==> src/rtl/imu_ssc_pkg.sv <==
`default_nettype none
package imu_ssc_pkg;

   localparam int RAW_W       = 16;
   localparam int FACTOR_W    = 25;
   localparam int PROD_W      = 42;
   localparam int SCALE_SHIFT = 16;
   localparam int SCALED_W    = 25;
   localparam int BIAS_W      = 21;
   localparam int NB_W        = 26;
   localparam int COEF_W      = 16;
   localparam int DOT_W       = 44;
   localparam int ALIGN_SHIFT = 14;
   localparam int OUT_W       = 32;
   localparam int AXES        = 3;

   localparam int ACCEL_CODE_W = 2;
   localparam int GYRO_CODE_W  = 3;
   localparam int BIAS_PACK_W  = AXES * BIAS_W;
   localparam int ROW_W        = AXES * COEF_W;

   localparam int CSR_INDEX_W = 3;
   localparam int CSR_DATA_W  = 64;

   localparam int REQ_TDATA_W = AXES * RAW_W;
   localparam int REQ_TUSER_W = 2;
   localparam int RSP_TDATA_W = 2 * AXES * OUT_W;

   localparam int QUEUE_DEPTH = 4;
   localparam int QUEUE_PTR_W = $clog2(QUEUE_DEPTH);
   localparam int QUEUE_CNT_W = $clog2(QUEUE_DEPTH + 1);

   localparam logic [PROD_W-1:0] SCALE_ROUND = PROD_W'(1) << (SCALE_SHIFT - 1);
   localparam logic [DOT_W-1:0]  ALIGN_ROUND = DOT_W'(1) << (ALIGN_SHIFT - 1);

   localparam logic [ACCEL_CODE_W-1:0] ACCEL_RANGE_RST = 2'd1;
   localparam logic [GYRO_CODE_W-1:0]  GYRO_RANGE_RST  = 3'd0;
   localparam logic [ROW_W-1:0] ALIGN_ROW_X_RST = 48'h0000_0000_4000;
   localparam logic [ROW_W-1:0] ALIGN_ROW_Y_RST = 48'h0000_4000_0000;
   localparam logic [ROW_W-1:0] ALIGN_ROW_Z_RST = 48'h4000_0000_0000;

   typedef logic signed [RAW_W-1:0]    raw_type;
   typedef logic signed [PROD_W-1:0]   prod_type;
   typedef logic signed [SCALED_W-1:0] scaled_type;
   typedef logic signed [BIAS_W-1:0]   bias_type;
   typedef logic signed [NB_W-1:0]     nb_type;
   typedef logic signed [COEF_W-1:0]   coef_type;
   typedef logic signed [DOT_W-1:0]    dot_type;
   typedef logic signed [OUT_W-1:0]    out_type;
   typedef logic [FACTOR_W-1:0]        factor_type;

   typedef enum logic [CSR_INDEX_W-1:0] {
      CSR_ACCEL_RANGE = 3'd0,
      CSR_GYRO_RANGE  = 3'd1,
      CSR_ACCEL_BIAS  = 3'd2,
      CSR_GYRO_BIAS   = 3'd3,
      CSR_ALIGN_X     = 3'd4,
      CSR_ALIGN_Y     = 3'd5,
      CSR_ALIGN_Z     = 3'd6
   } csr_index_type;

   // classified word between front and back
   typedef struct packed {
      logic       err;
      logic       gyro;
      scaled_type sx;
      scaled_type sy;
      scaled_type sz;
   } item_type;

   // round(full_scale * 9.80665 * 2^32 / 32767)
   function automatic factor_type accel_scale(input logic [ACCEL_CODE_W-1:0] code);
      factor_type f;
      case (code)
         2'd0:    f = 25'd3856249;
         2'd1:    f = 25'd7712499;
         2'd2:    f = 25'd15424997;
         2'd3:    f = 25'd30849995;
         default: f = 25'd7712499;
      endcase
      return f;
   endfunction

   // round(full_scale * pi/180 * 2^32 / 32767); unused codes act as 125 deg/s
   function automatic factor_type gyro_scale(input logic [GYRO_CODE_W-1:0] code);
      factor_type f;
      case (code)
         3'd0:    f = 25'd4575416;
         3'd1:    f = 25'd2287708;
         3'd2:    f = 25'd1143854;
         3'd3:    f = 25'd571927;
         default: f = 25'd285963;
      endcase
      return f;
   endfunction

endpackage
`default_nettype wire

==> src/rtl/imu_ssc_queue.sv <==
`default_nettype none
module imu_ssc_queue import imu_ssc_pkg::*; (
   input  wire logic clock,
   input  wire logic reset,
   input  wire logic in_valid,
   output logic      in_ready,
   input  item_type  in_item,
   output logic      out_valid,
   input  wire logic out_ready,
   output item_type  out_item
);

   item_type               mem_ff [QUEUE_DEPTH];
   logic [QUEUE_PTR_W-1:0] wr_ptr_ff, wr_ptr_in;
   logic [QUEUE_PTR_W-1:0] rd_ptr_ff, rd_ptr_in;
   logic [QUEUE_CNT_W-1:0] count_ff, count_in;
   logic                   push, pop;

   assign in_ready  = count_ff != QUEUE_CNT_W'(QUEUE_DEPTH);
   assign out_valid = count_ff != '0;
   assign push      = in_valid && in_ready;
   assign pop       = out_valid && out_ready;
   assign out_item  = mem_ff[rd_ptr_ff];

   always_comb begin
      wr_ptr_in = push ? wr_ptr_ff + 1'b1 : wr_ptr_ff;
      rd_ptr_in = pop ? rd_ptr_ff + 1'b1 : rd_ptr_ff;
      count_in  = count_ff;
      if (push && !pop) begin
         count_in = count_ff + 1'b1;
      end else if (pop && !push) begin
         count_in = count_ff - 1'b1;
      end
   end

   always_ff @(posedge clock) begin
      if (reset) begin
         wr_ptr_ff <= '0;
         rd_ptr_ff <= '0;
         count_ff  <= '0;
      end else begin
         wr_ptr_ff <= wr_ptr_in;
         rd_ptr_ff <= rd_ptr_in;
         count_ff  <= count_in;
      end
   end

   always_ff @(posedge clock) begin
      if (push) begin
         mem_ff[wr_ptr_ff] <= in_item;
      end
   end

endmodule
`default_nettype wire

==> config.mk <==
export PLATFORM = sky130hd
export DESIGN_NAME = imu_ssc_queue
export DESIGN_NICKNAME = d
export VERILOG_FILES = /design/src/rtl/imu_ssc_pkg.sv /design/src/rtl/imu_ssc_queue.sv
export SDC_FILE = /design/constraint.sdc
export NUM_CORES = 1
export LEC_CHECK = 0
export BUFFER_PORTS_ARGS = -buffer_cell sky130_fd_sc_hd__buf_2
export CORE_ASPECT_RATIO = 0.5
export CORE_MARGIN = 2
export CORE_UTILIZATION = 60
export CTS_CLUSTER_DIAMETER = 30
export DETAILED_ROUTE_END_ITERATION = 7
export HOLD_SLACK_MARGIN = 0.08
export PLACE_DENSITY = 0.94
export SETUP_SLACK_MARGIN = 0.2
export SYNTH_ARGS = -nofsm -noshare
export SYNTH_HDL_FRONTEND = slang
export SYNTH_SLANG_ARGS = --single-unit
==> constraint.sdc <==
create_clock -name clock -period 7.8 [get_ports clock]
set_input_delay 1.95 -clock clock [delete_from_list [all_inputs] [get_ports clock]]
set_output_delay 1.95 -clock clock [all_outputs]
set_load 0.03 [all_outputs]
Word level (Yosys, flattened, before mapping) --
Memory sizes are Yosys's and may differ from the RTL's. A register that Yosys moved wholly into a read port is not among the register bits. Cells that the tools add are included.
Cells by class: add/sub/neg operators 4, equality and inequality tests 1, mux-type cells 6, reduce and logical (&&, ||, !) cells 8
Operators with widths (number):
- two-way mux 3 bit | 2
- adder 2 x 1 -> 2 bit, second input constant | 2
- logical AND 1 bit | 4
- two-way mux 2 bit | 2
- adder 3 x 1 -> 3 bit, second input constant | 1
- inequality test 3 bit, second input constant | 1
- nonzero test 3 bit | 1
- subtractor 3 x 1 -> 3 bit, second input constant | 1
- logical NOT 1 bit | 2
- two-way mux 1 bit | 2
- nonzero test 2 bit | 1
Word-level totals: register bits after elaboration 7, RAM bits 308, memories 1
Memory list:
- mem_ff | words 4, width 77, read ports 1, clocked after Yosys merged registers in 1, write ports 1, line imu_ssc_queue.sv:13 | item_type mem_ff [QUEUE_DEPTH];

Logic depth before layout (Yosys ltp) --
depth in word-level cells 6, mapped depth 8, gate-level depth less buffers 8

Least setup slack after synthesis --
OpenSTA, ideal clock, no wires.
path type input port to flip-flop, start input in_valid, end memory mem_ff[0][0] (netlist name) (enable), data arrival time 4.054 ns, data required time 7.356 ns, setup slack 3.302 ns, cell stages on the path 2, path buffers 0, path through a21boi_2 and2_1
Between the ends: word-level cells in the longest chain between the ends 3
Ends and longest elaborated chain:
- start: declaration | line imu_ssc_queue.sv:5 | input wire logic in_valid,
- logical AND 1 bit | line imu_ssc_queue.sv:21 | assign push = in_valid && in_ready;
- two-way mux 1 bit | line imu_ssc_queue.sv:49 | if (push) begin
- two-way mux 1 bit (not written as such) | line imu_ssc_queue.sv:50 | mem_ff[wr_ptr_ff] <= in_item;
- end: declaration | line imu_ssc_queue.sv:13
No other way between the ends.

==> metrics.yaml <==
global_route:
  grt_max_degree: 78
  met3_usage: 0.0459
  grt_pass1_wl_um: 34300
  use_met1: 0.293
  busiest_layer: "met2"
  grt_pass1_vias: 5631
  met2_usage: 0.406
  antenna_found_initial: 0
  track_usage: 0.226
  gr-total-overflow: 0
worst_setup_path:
  cp_max_fo: 41
  startpoint_type: "flip-flop"
  cp-end-kind: "output pin"
  crit_type: "reg -> out"
  critPathArrivalTime_ns: 3.03
  crit_required_ns: 5.85
power:
  power.density_nw_per_um2: 367
  swShare: 0.305
  switchingPower_mw: 1.54
  intPower_mw: 3.51
  pwr-share-comb: 0.250
  p_leak_nw: 4.67
  clockPowerShare: 0.317
  seqPwrFrac: 0.432
  total_power_mw: 5.05
  ir_drop_mv: 0.193
die:
  core_um2: 18700
  initial_core_util: 0.621
  fp-row-count: 35
  die_y_um: 102
  pin_count: 160
  fp.dieArea_um2: 20500
  dieWidth_um: 201
cts:
  cts_hold_buf: 0
  cts_root_buffer: "clkbuf_16"
  tritoncts.num_buffers: 34
  clock_latency_ns: 0.51
  cts_setup_buffers: 0
  cts_max_level: 2
  cts_tree: "yes"
  ctsLongestPathBuffers: 3
  clk_pin_slew_ns: 0.06
  cts_resized: 0
  clkSinkCount: 317
drt:
  drtIter0Drc: 305
  antenna_left: 0
  vias: 5383
  wl_um: 22400
  route.detailed.drc: 0
  vias_per_cell: 5.86
  post_drt_wl_per_cell_um: 24.4
  dr.pass1.iters: 4
timing:
  relSlewSlack: 0.245
  tns_ns: 0
  fmax_mhz: 201
  fin_worst_skew_ns: 0.0143
  fin_crit_sh: 0.639
  final_max_slew_viol_count: 0
  rsz0062_at_grt: "no"
  period_minus_slack_ns: 4.98
  worst_pin_slew_ns: 1.13
  hold_viol: 0
  setup_viol_count_final: 0
synth:
  synth_cells: 451
  ys_seq_elements: 317
  seq_area_frac_synth: 0.812
  synth_nets: 538
  yosys_warnings: 0
  ys_types: 24
  netlist_area_um2: 11600
  synth.avg_cell_area_um2: 25.7
outcome:
  status: "complete, no violations"
layout:
  final_layout_size_suffix_gt1_frac: 0.464
  seqCellArea_um2: 9440
  final_cell_mix: "edfxtp_1, buf_2, mux4_2"
  fillers: 1033
  layout_commonest_cell: "edfxtp_1"
  multi_input_area_um2: 2010
  n_antenna_cell: 0
  nets: 720
  syn2layout_area_growth_pct: 18.6
min_path:
  hold_class: "reg -> reg"
placed_design:
  place_congestion: 0.709
  port_buffers: 159
  dp_hpwl_um: 12700
flow_run:
  cap_violations: 0
[critical path, cell delays in order, from the launching register on]
cell	delay, ns
dfxtp_4	0.89
buf_4	0.71
mux4_2	0.64
buf_2	0.21
[path summary, 6_finish.rpt]
kind | start | endpoint | slack [ns] | cells after the start
setup reg to reg | count_ff[0] | mem_ff[3][46] | 5.29 | 4
setup / recovery | flip-flop | out_item[27] | 2.82 | 3
hold reg to reg | wr_ptr_ff[1] | wr_ptr_ff[1] | 0.52 | 2
hold / removal | wr_ptr_ff[1] | wr_ptr_ff[1] | 0.52 | 2
[synthesized netlist by cell type]
cell / count / area share
nor2_1: 8 / 0.0026
clkbuf_1: 5 / 0.0016
xor2_1: 4 / 0.0030
fa_1: 1 / 0.0017
inv_1: 3 / 0.00097
mux2i_1: 2 / 0.0017
a21oi_1: 1 / 0.00043
o21ai_0: 1 / 0.00043
or3_1: 2 / 0.0011
buf_12: 4 / 0.0069
a21boi_2: 1 / 0.00097
o31ai_1: 1 / 0.00065
and2_1: 4 / 0.0022
buf_2: 5 / 0.0022
buf_6: 1 / 0.00097
mux4_2: 77 / 0.15
dfxtp_1: 9 / 0.016
buf_4: 4 / 0.0026
mux2_2: 1 / 0.00097
nand2_1: 1 / 0.00032
ha_1: 5 / 0.0054
o311ai_0: 1 / 0.00075
nand2b_1: 2 / 0.0011
edfxtp_1: 308 / 0.80
[flip-flops by register name, summed over array words and instances, names as in the netlist, named ones only]
signal / flops
mem_ff: 308
wr_ptr_ff: 2
count_ff: 3
rd_ptr_ff: 2
[cell families (layout without fill, tap and decap cells)]
family | Yosys count | count (layout) | share of synthesized area
AND/OR/NAND/NOR | 17 | 17 | 0.00722
adder cells (fa/ha/maj) | 6 | 6 | 0.00711
XOR/XNOR | 4 | 4 | 0.00302
flip-flops | 317 | 317 | 0.812
buffers and inverters | 22 | 230 | 0.0152
multiplexers | 80 | 80 | 0.152
AO/OA/AOI/OAI | 5 | 5 | 0.00323
[per-layer routing]
metal  vias up  share of wire
li1       2296              -
met1      2838           0.39
met2       214           0.54
met3        35          0.062
met4         0          0.016
met5         -              0
[per-stage QoR]
stage                     std cells   util  worst slack [ns]  hold WS (ns)  cell area, um2
after detailed placement        856  0.675              3.28         0.516           12600
after CTS                       918  0.736              2.71         0.524           13800
final                           918  0.736              2.82         0.519           13800
after global routing            918  0.736              2.56         0.550           13800
after global placement          856  0.675              3.30         0.497           12600
after floorplan                 451      -              3.30         0.482           11600
[area by class of cell]
class,instances,share of cell area
Clock inverter,17,0.0117
Multi-Input combinational cell,112,0.146
Inverter,3,0.000818
Tap cell,259,0.0235
Clock buffer,45,0.0709
Timing Repair Buffer,165,0.0611
Sequential cell,317,0.686
[power groups by stage]
stage	registers, mW	logic, mW	clock network (mW)
after global routing	2.21	1.32	1.70
after global placement	2.20	1.24	0
after floorplan	2.14	1.03	0
after detailed placement	2.22	1.27	0
final	2.18	1.26	1.60
after CTS	2.19	1.28	1.63
(Power assumes the default switching activity.)
