--- src/rtl/imu_ssc_pkg.sv ---
`default_nettype none
package imu_ssc_pkg;

   localparam int RAW_W       = 16;
   localparam int FACTOR_W    = 25;
   localparam int PROD_W      = 42;
   localparam int SCALE_SHIFT = 16;
   localparam int SCALED_W    = 25;
   localparam int BIAS_W      = 21;
   localparam int NB_W        = 26;
   localparam int COEF_W      = 16;
   localparam int DOT_W       = 44;
   localparam int ALIGN_SHIFT = 14;
   localparam int OUT_W       = 32;
   localparam int AXES        = 3;

   localparam int ACCEL_CODE_W = 2;
   localparam int GYRO_CODE_W  = 3;
   localparam int BIAS_PACK_W  = AXES * BIAS_W;
   localparam int ROW_W        = AXES * COEF_W;

   localparam int CSR_INDEX_W = 3;
   localparam int CSR_DATA_W  = 64;

   localparam int REQ_TDATA_W = AXES * RAW_W;
   localparam int REQ_TUSER_W = 2;
   localparam int RSP_TDATA_W = 2 * AXES * OUT_W;

   localparam int QUEUE_DEPTH = 4;
   localparam int QUEUE_PTR_W = $clog2(QUEUE_DEPTH);
   localparam int QUEUE_CNT_W = $clog2(QUEUE_DEPTH + 1);

   localparam logic [PROD_W-1:0] SCALE_ROUND = PROD_W'(1) << (SCALE_SHIFT - 1);
   localparam logic [DOT_W-1:0]  ALIGN_ROUND = DOT_W'(1) << (ALIGN_SHIFT - 1);

   localparam logic [ACCEL_CODE_W-1:0] ACCEL_RANGE_RST = 2'd1;
   localparam logic [GYRO_CODE_W-1:0]  GYRO_RANGE_RST  = 3'd0;
   localparam logic [ROW_W-1:0] ALIGN_ROW_X_RST = 48'h0000_0000_4000;
   localparam logic [ROW_W-1:0] ALIGN_ROW_Y_RST = 48'h0000_4000_0000;
   localparam logic [ROW_W-1:0] ALIGN_ROW_Z_RST = 48'h4000_0000_0000;

   typedef logic signed [RAW_W-1:0]    raw_type;
   typedef logic signed [PROD_W-1:0]   prod_type;
   typedef logic signed [SCALED_W-1:0] scaled_type;
   typedef logic signed [BIAS_W-1:0]   bias_type;
   typedef logic signed [NB_W-1:0]     nb_type;
   typedef logic signed [COEF_W-1:0]   coef_type;
   typedef logic signed [DOT_W-1:0]    dot_type;
   typedef logic signed [OUT_W-1:0]    out_type;
   typedef logic [FACTOR_W-1:0]        factor_type;

   typedef enum logic [CSR_INDEX_W-1:0] {
      CSR_ACCEL_RANGE = 3'd0,
      CSR_GYRO_RANGE  = 3'd1,
      CSR_ACCEL_BIAS  = 3'd2,
      CSR_GYRO_BIAS   = 3'd3,
      CSR_ALIGN_X     = 3'd4,
      CSR_ALIGN_Y     = 3'd5,
      CSR_ALIGN_Z     = 3'd6
   } csr_index_type;

   // classified word between front and back
   typedef struct packed {
      logic       err;
      logic       gyro;
      scaled_type sx;
      scaled_type sy;
      scaled_type sz;
   } item_type;

   // round(full_scale * 9.80665 * 2^32 / 32767)
   function automatic factor_type accel_scale(input logic [ACCEL_CODE_W-1:0] code);
      factor_type f;
      case (code)
         2'd0:    f = 25'd3856249;
         2'd1:    f = 25'd7712499;
         2'd2:    f = 25'd15424997;
         2'd3:    f = 25'd30849995;
         default: f = 25'd7712499;
      endcase
      return f;
   endfunction

   // round(full_scale * pi/180 * 2^32 / 32767); unused codes act as 125 deg/s
   function automatic factor_type gyro_scale(input logic [GYRO_CODE_W-1:0] code);
      factor_type f;
      case (code)
         3'd0:    f = 25'd4575416;
         3'd1:    f = 25'd2287708;
         3'd2:    f = 25'd1143854;
         3'd3:    f = 25'd571927;
         default: f = 25'd285963;
      endcase
      return f;
   endfunction

endpackage
`default_nettype wire

--- src/rtl/imu_ssc_front.sv ---
`default_nettype none
module imu_ssc_front import imu_ssc_pkg::*; (
   input  wire logic                    clock,
   input  wire logic                    reset,
   input  wire logic                    req_tvalid,
   output logic                         req_tready,
   input  wire logic [REQ_TUSER_W-1:0]  req_tuser,
   input  wire logic [REQ_TDATA_W-1:0]  req_tdata,
   input  wire logic [ACCEL_CODE_W-1:0] accel_range_code,
   input  wire logic [GYRO_CODE_W-1:0]  gyro_range_code,
   output logic                         q_valid,
   input  wire logic                    q_ready,
   output item_type                     q_item
);

   logic       f0_v_ff, f0_v_in;
   logic       f1_v_ff, f1_v_in;
   logic       f0_move, f1_move;
   logic       err_ff, gyro_ff;
   raw_type    raw_ff [AXES];
   factor_type factor_ff;
   item_type   item_ff, item_in;
   prod_type   prod [AXES];
   prod_type   rnd [AXES];
   scaled_type scaled [AXES];

   assign f1_move    = !f1_v_ff || q_ready;
   assign f0_move    = !f0_v_ff || f1_move;
   assign req_tready = f0_move;

   assign f0_v_in = f0_move ? req_tvalid : f0_v_ff;
   assign f1_v_in = f1_move ? f0_v_ff : f1_v_ff;

   always_ff @(posedge clock) begin
      if (reset) begin
         f0_v_ff <= 1'b0;
         f1_v_ff <= 1'b0;
      end else begin
         f0_v_ff <= f0_v_in;
         f1_v_ff <= f1_v_in;
      end
   end

   // stage 0: capture and pick the scale factor for the sensor
   always_ff @(posedge clock) begin
      if (f0_move && req_tvalid) begin
         gyro_ff   <= req_tuser[0];
         err_ff    <= req_tuser[1];
         factor_ff <= req_tuser[0] ? gyro_scale(gyro_range_code)
                                   : accel_scale(accel_range_code);
         for (int i = 0; i < AXES; i++) begin
            raw_ff[i] <= req_tdata[i*RAW_W +: RAW_W];
         end
      end
   end

   // stage 1: raw * factor, round half up at bit 16
   always_comb begin
      for (int i = 0; i < AXES; i++) begin
         prod[i]   = raw_ff[i] * $signed({1'b0, factor_ff});
         rnd[i]    = prod[i] + $signed(SCALE_ROUND);
         scaled[i] = rnd[i][SCALE_SHIFT +: SCALED_W];
      end
      item_in.err  = err_ff;
      item_in.gyro = gyro_ff;
      item_in.sx   = scaled[0];
      item_in.sy   = scaled[1];
      item_in.sz   = scaled[2];
   end

   always_ff @(posedge clock) begin
      if (f1_move && f0_v_ff) begin
         item_ff <= item_in;
      end
   end

   assign q_valid = f1_v_ff;
   assign q_item  = item_ff;

endmodule
`default_nettype wire

--- config.mk ---
export PLATFORM = sky130hd
export DESIGN_NAME = imu_ssc_front
export DESIGN_NICKNAME = d
export VERILOG_FILES = /design/src/rtl/imu_ssc_pkg.sv /design/src/rtl/imu_ssc_front.sv
export SDC_FILE = /design/constraint.sdc
export NUM_CORES = 2
export LEC_CHECK = 0
export BUFFER_PORTS_ARGS = -buffer_cell sky130_fd_sc_hd__buf_4
export CORE_MARGIN = 2
export CORE_UTILIZATION = 45
export CTS_CLUSTER_DIAMETER = 50
export DETAILED_ROUTE_END_ITERATION = 7
export SYNTH_ARGS = -nofsm -noshare
export SYNTH_HDL_FRONTEND = slang
export SYNTH_SLANG_ARGS = --single-unit
export TNS_END_PERCENT = 20
--- constraint.sdc ---
create_clock -name clock -period 6.3 [get_ports clock]
set_input_delay 0.63 -clock clock [delete_from_list [all_inputs] [get_ports clock]]
set_output_delay 0.63 -clock clock [all_outputs]
set_load 0.03 [all_outputs]
-- Word-level counts from Yosys, hierarchy flattened
Memories as Yosys holds them, arrays and structs flattened.
Cells that the tools add are included.
- input bits: 59
- memories kept: 1
- bits in registers: 106
- word-level logic and storage cells: 36
- memory bits (writable): 48
- memory list (memory ; words ; bits a word ; rd ports ; clocked after Yosys merged registers in ; write ports ; line ; RTL):
    raw_ff ; 3 ; 16 ; 3 ; 0 ; 3 ; imu_ssc_front.sv:20 ; raw_type raw_ff [AXES];
- equal/unequal tests: 6
- multipliers: 3
- reduce and logical (&&, ||, !) cells: 8
- multiplexer cells: 5
- add/sub/neg operators: 3
- operators with widths (cell ; count):
    adder 41 x 17 -> 41 bit (second input constant) ; 3
    multiplier 16 x 26 -> 41 bit ; 3
    one-hot mux 25 bit (4 select lines) ; 1
    one-hot mux 23 bit (4 select lines) ; 1
    2-to-1 mux 25 bit ; 1
    == test 3 x 2 -> 1 bit (second input constant) ; 2
    == test 2 bit (second input constant) ; 2
    == test 3 x 1 -> 1 bit (second input constant) ; 1
    logical NOT 3 bit ; 1
    == test 2 x 1 -> 1 bit (second input constant) ; 1
    logical AND 1 bit ; 2
    logical NOT 1 bit ; 2
    logical NOT 2 bit ; 1
    logical OR 1 bit ; 2
    2-to-1 mux 1 bit ; 2

-- Depth between registers and ports, before layout
- depth in word-level cells: 6
- mapped depth: 25
- depth with buffers taken out: 23

-- Worst setup path after synthesis
OpenSTA, ideal clock, no wires.
- kind: register to register
- start: reg factor_ff[7]
- end: reg item_ff, in the netlist q_item[64] (data pin)
- path buffers: 2
- slack: 0.000 ns
- arrival: 6.036 ns
- setup time: 0.264 ns
- required time: 6.036 ns
- stages on the path, launching flop included: 25
- cell sequence: edfxtp_1 clkbuf_1 clkbuf_1 nand2_1 fa_1 inv_1 fa_1 inv_1 fa_1 inv_1 fa_1 fa_1 inv_1 fa_1 inv_1 ha_1 nand2_1 o21bai_1 a211o_1 a32o_2 a21oi_2 nor2_1 o21ai_0 a221oi_1 xnor2_1
- RTL lines (item ; line ; RTL):
    from (decl) ; imu_ssc_front.sv:21 ; factor_type factor_ff;
    from (signal assigned) ; imu_ssc_front.sv:49 ; factor_ff <= req_tuser[0] ? gyro_scale(gyro_range_code)
    to (signal assigned) ; imu_ssc_front.sv:73 ; item_ff <= item_in;
    to (decl) ; imu_ssc_front.sv:22 ; item_type item_ff, item_in;

==> results.yml <==
detailed_routing:
  antenna_left: 0
  viasPerCell: 4.96
  finalWirelength_mm: 116
  firstDrtPassIters: 7
  wl_per_cell_um: 18.3
  drc: 0
  drtIter0Drc: 1797
  via_count: 31400
sta:
  skew_ns: 0.0287
  worst_pin_slew_ns: 0.854
  fin_tns_setup_ns: -0.221
  slew_viol_final: 0
  finalCritPeriodShare_pct: 101
  period_minus_slack_ns: 6.36
  max_freq_ghz: 0.157
  hold_violations: 0
  relSlewSlack_pct: 43.1
  finalSetupViolCount: 6
  rsz0062_at_grt: "true"
  worst_slack_ns: -0.0635
critical_path:
  worstSetupPathType: "flip-flop to flip-flop"
  cp_max_fo: 6
  rr_startpoint: "factor_ff[4]"
  worstPathArrival_ns: 6.66
  setup.worst_path.start_class: "flip-flop"
  crit_start: "factor_ff[4]"
  critPathRequiredTime_ns: 6.59
  end_kind: "flip-flop"
floorplanning:
  rows: 113
  core_mm2: 0.0952
  die_width_um: 314
  die_area_mm2: 0.0986
  die-height_um: 314
  start_util_pct: 45.5
  ioPinCount: 138
global_route:
  grt_max_degree: 54
  grt_pass1_vias: 34200
  grt_remaining_overflow: 0
  grt_pass1_wl_mm: 189
  grt_usage_pct: 24.9
  antenna_found_initial: 9
clock_network:
  cts_max_path_buffers: 2
  numCtsBuffers: 17
  h-tree-depth: 4
  insertion_delay_ns: 0.55
  cts_sinks: 153
  cts_tree: "done"
  hold_buffers: 0
  cts.clk_slew.worst_paths_ns: 0.09
  root_buffer: "clkbuf_16"
final_layout:
  syn2layout_area_growth_pct: 18.1
  num_antenna_cells: 0
  fin_util_pct: 53.7
  nFillCells: 8681
  drive_above_1_share_pct: 16.8
  num-nets-final: 6480
synth:
  syn_inst: 4641
  ys_seq_area_share_pct: 10.6
  synthArstFlopShare_pct: 0
  synth_edf_count: 151
  synthFlopType: "edfxtp_1"
  synthesis.yosys.warnings: 0
  synth.avg_cell_area_um2: 9.32
  synth_seq_cells: 153
  synth.distinct_cells: 67
  syn_area_mm2: 0.0432
  syn_nets: 6063
worst_hold_path:
  hp-start: "req_tdata[35]"
  hold_class: "input pin to flip-flop"
placement:
  hpwl_mm: 94.9
  gp_congestion: 0.912
  post-place-ws_ns: -0.274
  io_buffers: 137
outcome:
  failed_checks: "negative setup slack"
  outcome: "finished, violations left"
job:
  cap_violations: 0
## cells by family after synthesis
group | share of synthesized area, %
flops | 10.6
mux | 0.0231
compound gates | 4.03
buf+inv | 12.5
simple gates | 15.1
xor+xnor | 1.72
fa+ha+maj | 56.0
## cells in the final DEF (no fill, tap or decap), drive strengths merged, types with 59 or more instances in the layout
| cell | Yosys | routed |
|---|---|---|
| inv | 1214 | 1217 |
| fa | 957 | 957 |
| nand2 | 635 | 635 |
| buf | 5 | 615 |
| and2 | 500 | 500 |
| ha | 406 | 406 |
| edfxtp | 151 | 151 |
| nor2 | 98 | 98 |
| a21oi | 95 | 95 |
| xnor2 | 59 | 59 |
## registers in the layout, indices dropped and copies added (netlist names)
register and count:
gyro_ff 1, f0_v_ff 1, err_ff 1, q_item 77, factor_ff 24, q_valid 1, raw_ff 48
## repair_timing
action	CTS	global route
gates cloned	0	5
setup endpoints to repair	35	52
setup buffers	17	31
resized for setup	100	167
endpoints found under the hold margin	0	0
pin swaps	47	74
## critical path: stages (launching register included)
cell and delay, ns:
edfxtp_1 0.43, buf_6 0.17, and2_4 0.16, fa_1 0.54, inv_2 0.04, fa_1 0.53, inv_2 0.05, fa_1 0.53
fa_1 0.44, fa_1 0.56, fa_1 0.55, ha_4 0.29, nand4_1 0.13, buf_4 0.16, a211oi_1 0.19, buf_4 0.15
a21oi_4 0.07, o31a_4 0.40, a41oi_2 0.22, a41o_1 0.26, a21oi_2 0.07, xnor2_1 0.12
## Yosys cell counts (4+ instances only)
cell type,number,share of area (%)
o21bai_1,10,0.17
ha_1,406,12
a21o_1,44,0.76
o21a_1,7,0.12
a21oi_1,90,1.0
nor2_1,98,0.85
o31ai_1,4,0.069
nand3_1,16,0.19
and2_1,499,7.2
and3_1,8,0.12
nand2_1,634,5.5
xnor2_1,59,1.2
o211ai_1,7,0.12
clkbuf_1,216,1.9
fa_1,957,44
xor2_1,26,0.53
a211oi_1,7,0.12
o22ai_1,4,0.058
nor2b_1,12,0.17
edfxtp_1,151,10
nand2b_1,32,0.46
nand4_1,19,0.27
o21ai_0,42,0.49
inv_1,1214,11
nor3_1,14,0.16
## path summary, 6_finish.rpt
check                                endpoint  slack, ns  depth (start not counted)
worst min-delay path            raw_ff[0][35]       0.25                          1
worst min register to register     q_item[76]       0.43                          0
worst max-delay path               q_item[19]      -0.06                         21
worst max register to register     q_item[19]      -0.06                         21
## layer usage
layer  GRT usage, %  vias to the layer above  wire, µm
met3           3.93                      148      6690
met1           34.0                    16100     50200
li1               -                    14400         -
met2           41.3                      794     56100
met5              0                        -        66
met4           6.87                       10      2790
## layout make-up
type / instances / area [µm²] / share of cell area [%]
Inverter: 1216 / 4570 / 8.94
Timing Repair Buffer: 619 / 5670 / 11.1
Clock inverter: 12 / 119 / 0.233
Clock buffer: 20 / 447 / 0.875
Sequential cell: 153 / 4570 / 8.96
Tap cell: 1265 / 1580 / 3.10
Multi-Input combinational cell: 3051 / 34100 / 66.8
## through the flow
| stage | cell area, µm² | hold slack [ns] | cells |
|---|---|---|---|
| 6_report | 51100 | 0.250 | 6336 |
| 3_3_place_gp | 49000 | 0.407 | 6251 |
| 2_1_floorplan | 43200 | 0.400 | 4641 |
| 5_1_grt | 51100 | 0.235 | 6336 |
| 4_1_cts | 50100 | 0.201 | 6300 |
| 3_5_place_dp | 49000 | 0.413 | 6251 |
Power is left out: the tool's default activity adds up to more than one toggle a clock period on the data nets, which glitch-free logic cannot reach.
